**config.mk**
```make
export PLATFORM = sky130hd
export DESIGN_NAME = tss_divider
export DESIGN_NICKNAME = d
export VERILOG_FILES = /design/src/rtl/tss_divider.sv
export SDC_FILE = /design/constraint.sdc
export NUM_CORES = 2
export LEC_CHECK = 0
export BUFFER_PORTS_ARGS = -buffer_cell sky130_fd_sc_hd__buf_2
export CAP_MARGIN = 30
export CORE_UTILIZATION = 43
export DETAILED_ROUTE_END_ITERATION = 12
export HOLD_SLACK_MARGIN = 0.1
export SYNTH_ARGS = -nofsm -noshare
export SYNTH_HDL_FRONTEND = slang
export SYNTH_SLANG_ARGS = --single-unit
```
**constraint.sdc**
```tcl
create_clock -name clock -period 3.95 [get_ports clock]
set_clock_uncertainty 0.15 [all_clocks]
set_input_delay 0.5925 -clock clock [delete_from_list [all_inputs] [get_ports clock]]
set_output_delay 0.5925 -clock clock [all_outputs]
set_load 0.005 [all_outputs]
```
**src/rtl/tss_divider.sv**
```systemverilog
// Pipelined restoring divider, one quotient bit per stage.
// Depends on nothing but its parameters; used by triangle_scanline_span.
`default_nettype none

module tss_divider #(
   parameter int unsigned NUM_BITS = 32,
   parameter int unsigned DEN_BITS = 12,
   parameter int unsigned TAG_BITS = 8
) (
   input  wire logic                clock,
   input  wire logic                reset,
   input  wire logic                in_valid,
   input  wire logic [NUM_BITS-1:0] in_num,
   input  wire logic [DEN_BITS-1:0] in_den,
   input  wire logic [TAG_BITS-1:0] in_tag,
   output logic                     out_valid,
   output logic [NUM_BITS-1:0]      out_quot,
   output logic [TAG_BITS-1:0]      out_tag
);

   localparam int unsigned RemBits = DEN_BITS + 1;

   logic [NUM_BITS:0]     valid_ff;
   logic [NUM_BITS-1:0]   quot_ff [NUM_BITS+1];
   logic [RemBits-1:0]    rem_ff  [NUM_BITS+1];
   logic [DEN_BITS-1:0]   den_ff  [NUM_BITS+1];
   logic [TAG_BITS-1:0]   tag_ff  [NUM_BITS+1];

   always_ff @(posedge clock) begin
      if (reset) begin
         valid_ff <= '0;
      end else begin
         valid_ff <= {valid_ff[NUM_BITS-1:0], in_valid};
      end
   end

   always_ff @(posedge clock) begin
      quot_ff[0] <= in_num;
      rem_ff[0]  <= '0;
      den_ff[0]  <= in_den;
      tag_ff[0]  <= in_tag;
   end

   // Each stage shifts in one numerator bit and tries one subtraction.
   for (genvar s = 0; s < NUM_BITS; s++) begin : g_stage
      logic [RemBits-1:0] trial_in;
      logic [RemBits:0]   diff_in;
      always_comb begin
         trial_in = {rem_ff[s][DEN_BITS-1:0], quot_ff[s][NUM_BITS-1]};
         diff_in  = {1'b0, trial_in} - {2'b00, den_ff[s]};
      end
      always_ff @(posedge clock) begin
         den_ff[s+1] <= den_ff[s];
         tag_ff[s+1] <= tag_ff[s];
         if (!diff_in[RemBits]) begin
            rem_ff[s+1]  <= diff_in[RemBits-1:0];
            quot_ff[s+1] <= {quot_ff[s][NUM_BITS-2:0], 1'b1};
         end else begin
            rem_ff[s+1]  <= trial_in;
            quot_ff[s+1] <= {quot_ff[s][NUM_BITS-2:0], 1'b0};
         end
      end
   end

   assign out_valid = valid_ff[NUM_BITS];
   assign out_quot  = quot_ff[NUM_BITS];
   assign out_tag   = tag_ff[NUM_BITS];

endmodule

`default_nettype wire

```
==> summary.txt <==
status -> finished clean
Clk pwr share -> 29.3%
Util after Layout -> 50.6%
Final setup violation count -> 0
num rows -> 141
max_cap viols -> 0
hold path startpoint -> quot_ff[26][30]
final hold violation count -> 0
Seq cells post-synth -> 2,109
PwrDens -> 912 mW/mm2
Ports -> 96
Setup crit end kind -> flip-flop
Switching Share -> 31.6%
CP Data Arrival Time -> 3.40 ns
die area -> 0.152 mm2
cells after synthesis -> 5,555
ant diodes -> 0
static leakage -> 33.1 nW
Period minus WS final -> 2.86 ns
r2r startpoint -> den_ff[0][344]
drt via density -> 4.67
Die Wd -> 389 um
DP HPWL -> 73,200 um
area leader, netlist -> dfxtp_1
mapped cell area -> 0.0645 mm2
leading cell type in the layout, fill and taps excluded -> dfxtp_1
commonest non-fill, non-tap cells in the layout -> dfxtp_1, inv_1, nand2_1, ha_1, o21ai_0
chain of cells forming the critical path -> inv_1 -> ha_1 -> a21oi_1 -> o221ai_1 -> a311o_1 -> nand2_1 -> a211oi_1 -> a32o_1
nature of the critical path startpoint -> flip-flop
fraction of layout cells with a size suffix above 1 -> 9.08%
hold slack -> 0.129 ns
main area contributors after synthesis -> dfxtp_1, ha_1, inv_1
CTS clock-pin slew for the worst setup and hold paths -> 0.06 ns
WP buf/inv -> 1
top-area cell type share of the netlist area -> 65.4%
die height -> 389 um
crit-path max FO -> 24
vias -> 37,400
Avg Inst Size Synth -> 11.6 um2
r2r worst-path depth -> 8
pin count of the biggest net entering global routing -> 34
worst min path class -> reg2reg
Post-Place Cells -> 7,582
P&R area growth vs syn -> 16.3%
first-pass GRT wire length -> 173,000 um
final setup TNS -> 0 ns
synth unique cells -> 69
Ys Warns -> 0
Fillers -> 13,000
Net Switching -> 21.6 mW
H-tree levels -> 4
sequential share of power -> 41.9%
Crit Path Class -> reg2reg
placer congestion estimate -> 0.819
initial DRC count -> 1,582
register area share after synthesis -> 65.4%
Detailed Routing Iterations Pass 1 -> 5
reg-to-reg endpoint -> rem_ff[29][11]
final wirelength -> 105,000 um
delay of the slowest critical-path stage -> 0.56 ns
initial antenna violation count -> 4
Final Cycle Share -> 72.4%
Placement Setup Slack -> 1.10 ns
Port-buffer cells -> 95
Crit path max-delay family -> compound AO/OA/AOI/OAI gates
WHS Endpoint -> quot_ff[27][31]
GRT Overall Usage -> 13.8%
TritonCTS Buffers -> 204
Relative slew margins -> 46.2%
hold depth -> 0
flop-to-flop setup slack -> 1.09 ns
Remaining DRCs -> 0
Finished Layout Cells -> 8,015
Pint -> 46.9 mW
post-route worst setup slack -> 1.09 ns
Post-DRT Antenna Nets -> 0
Critical-path top delay cell -> nand2_1
async set or reset register ratio after synthesis -> 0%
GRT overflow -> 0
worst slew pin tran -> 0.807 ns
nets@finish -> 6,299
total clock sinks -> 2,109
Comb power frac -> 28.7%
Main synth FF type -> dfxtp_1
CTS resizes -> 0
clock root buffer -> clkbuf_16
Post-synth EDFFs -> 0
f_max -> 0.350 GHz
vias in the first global route -> 36,100
Max Buffers Root-to-Sink -> 3
RSZ-0062 raised after global routing -> false
worst-skew pair later-pin latency -> 0.82 ns
Initial Util -> 43.5%
Peak VDD IR -> 0.000433 V
Req. time, crit path -> 4.49 ns
CTS tree -> done
core box area -> 0.148 mm2
WL/cell -> 13.1 um
Final Max Tran Viols -> 0
[how the worst max path moves through the flow]
stage,startpoint,to,slack [ns],depth (start not counted)
floorplan,den_ff[0][133],rem_ff[12][10],1.62,9
detailed placement,den_ff[0][104],rem_ff[9][11],1.10,8
global placement,den_ff[0][236],rem_ff[20][4],0.85,8
finish,den_ff[0][344],rem_ff[29][11],1.09,8
CTS,den_ff[0][133],rem_ff[12][3],1.09,8
global route,den_ff[0][260],rem_ff[22][11],0.85,8
[Yosys cell counts (all sizes together) (62+ instances only)]
cell	number
o21a	77
xor2	122
a21oi	290
o21ai	372
nor2	288
a211oi	96
nor3	120
xnor2	62
inv	464
nor2b	74
nand2b	88
nand2	396
dfxtp	2109
ha	373
[per-layer routing]
| layer | share of wire [%] | wire length, um | track usage [%] |
|---|---|---|---|
| met1 | 46 | 48300 | 17.4 |
| met3 | 4.2 | 4360 | 2.94 |
| met2 | 47 | 48700 | 22.9 |
| met4 | 3.1 | 3260 | 5.63 |
| met5 | 0 | 0 | 0 |
[layout make-up]
class	instances	area (um2)	area share, %
clock buffer	290	5930	7.90
tap	2002	2500	3.34
sequential	2109	42200	56.2
inverter	464	1740	2.32
clock inverter	88	1370	1.82
timing repair buffer	154	1060	1.41
multi-input combinational	2908	20200	27.0
[kinds of logic (layout without fill, tap and decap cells)]
group,after synthesis,after routing,synth area share (%)
AND/OR/NAND/NOR,1132,1132,8.44
flip-flops,2109,2109,65.4
adder cells (fa/ha/maj),403,403,8.16
XOR/XNOR,184,184,2.50
other,1,5,0.00581
multiplexers,45,45,0.803
buffers and inverters,542,996,3.24
AO/OA/AOI/OAI,1139,1139,11.4
[flip-flops by register name, summed over array words and instances (netlist names)]
signal    count
den_ff      384
quot_ff    1056
rem_ff      372
tag_ff      264
valid_ff     33
[per-stage QoR]
step                instance area [um2]  power, mW
floorplan                         64600       44.2
global placement                  67200       48.4
detailed placement                67200       48.8
CTS                               75100       69.4
global route                      75100       73.4
finish                            75100       68.5
[power by group through the flow]
| stage | sequential (mW) | combinational, mW | clock [mW] |
|---|---|---|---|
| 2_1_floorplan | 28.3 | 16.0 | 0 |
| 6_report | 28.7 | 19.7 | 20.1 |
| 3_5_place_dp | 29.3 | 19.5 | 0 |
| 4_1_cts | 28.8 | 19.7 | 20.8 |
| 5_1_grt | 29.3 | 22.5 | 21.7 |
| 3_3_place_gp | 29.2 | 19.2 | 0 |
[timing repair]
| action | CTS | global route |
|---|---|---|
| setup endpoints to repair | 0 | 0 |
| hold buffers | 55 | 0 |
| hold endpoints to repair | 85 | 0 |
| buffers inserted | 0 | 0 |
[worst reg2reg max path: cells and delay by family (launching register included)]
| kind | cells | cell delay [ns] |
|---|---|---|
| AOI/OAI and AO/OA | 5 | 1.27 |
| and+or+nand+nor | 1 | 0.56 |
| adders and majority gates | 1 | 0.36 |
| DFF | 1 | 0.34 |
| buffers and inverters | 1 | 0.05 |
(Power assumes the default switching activity.)
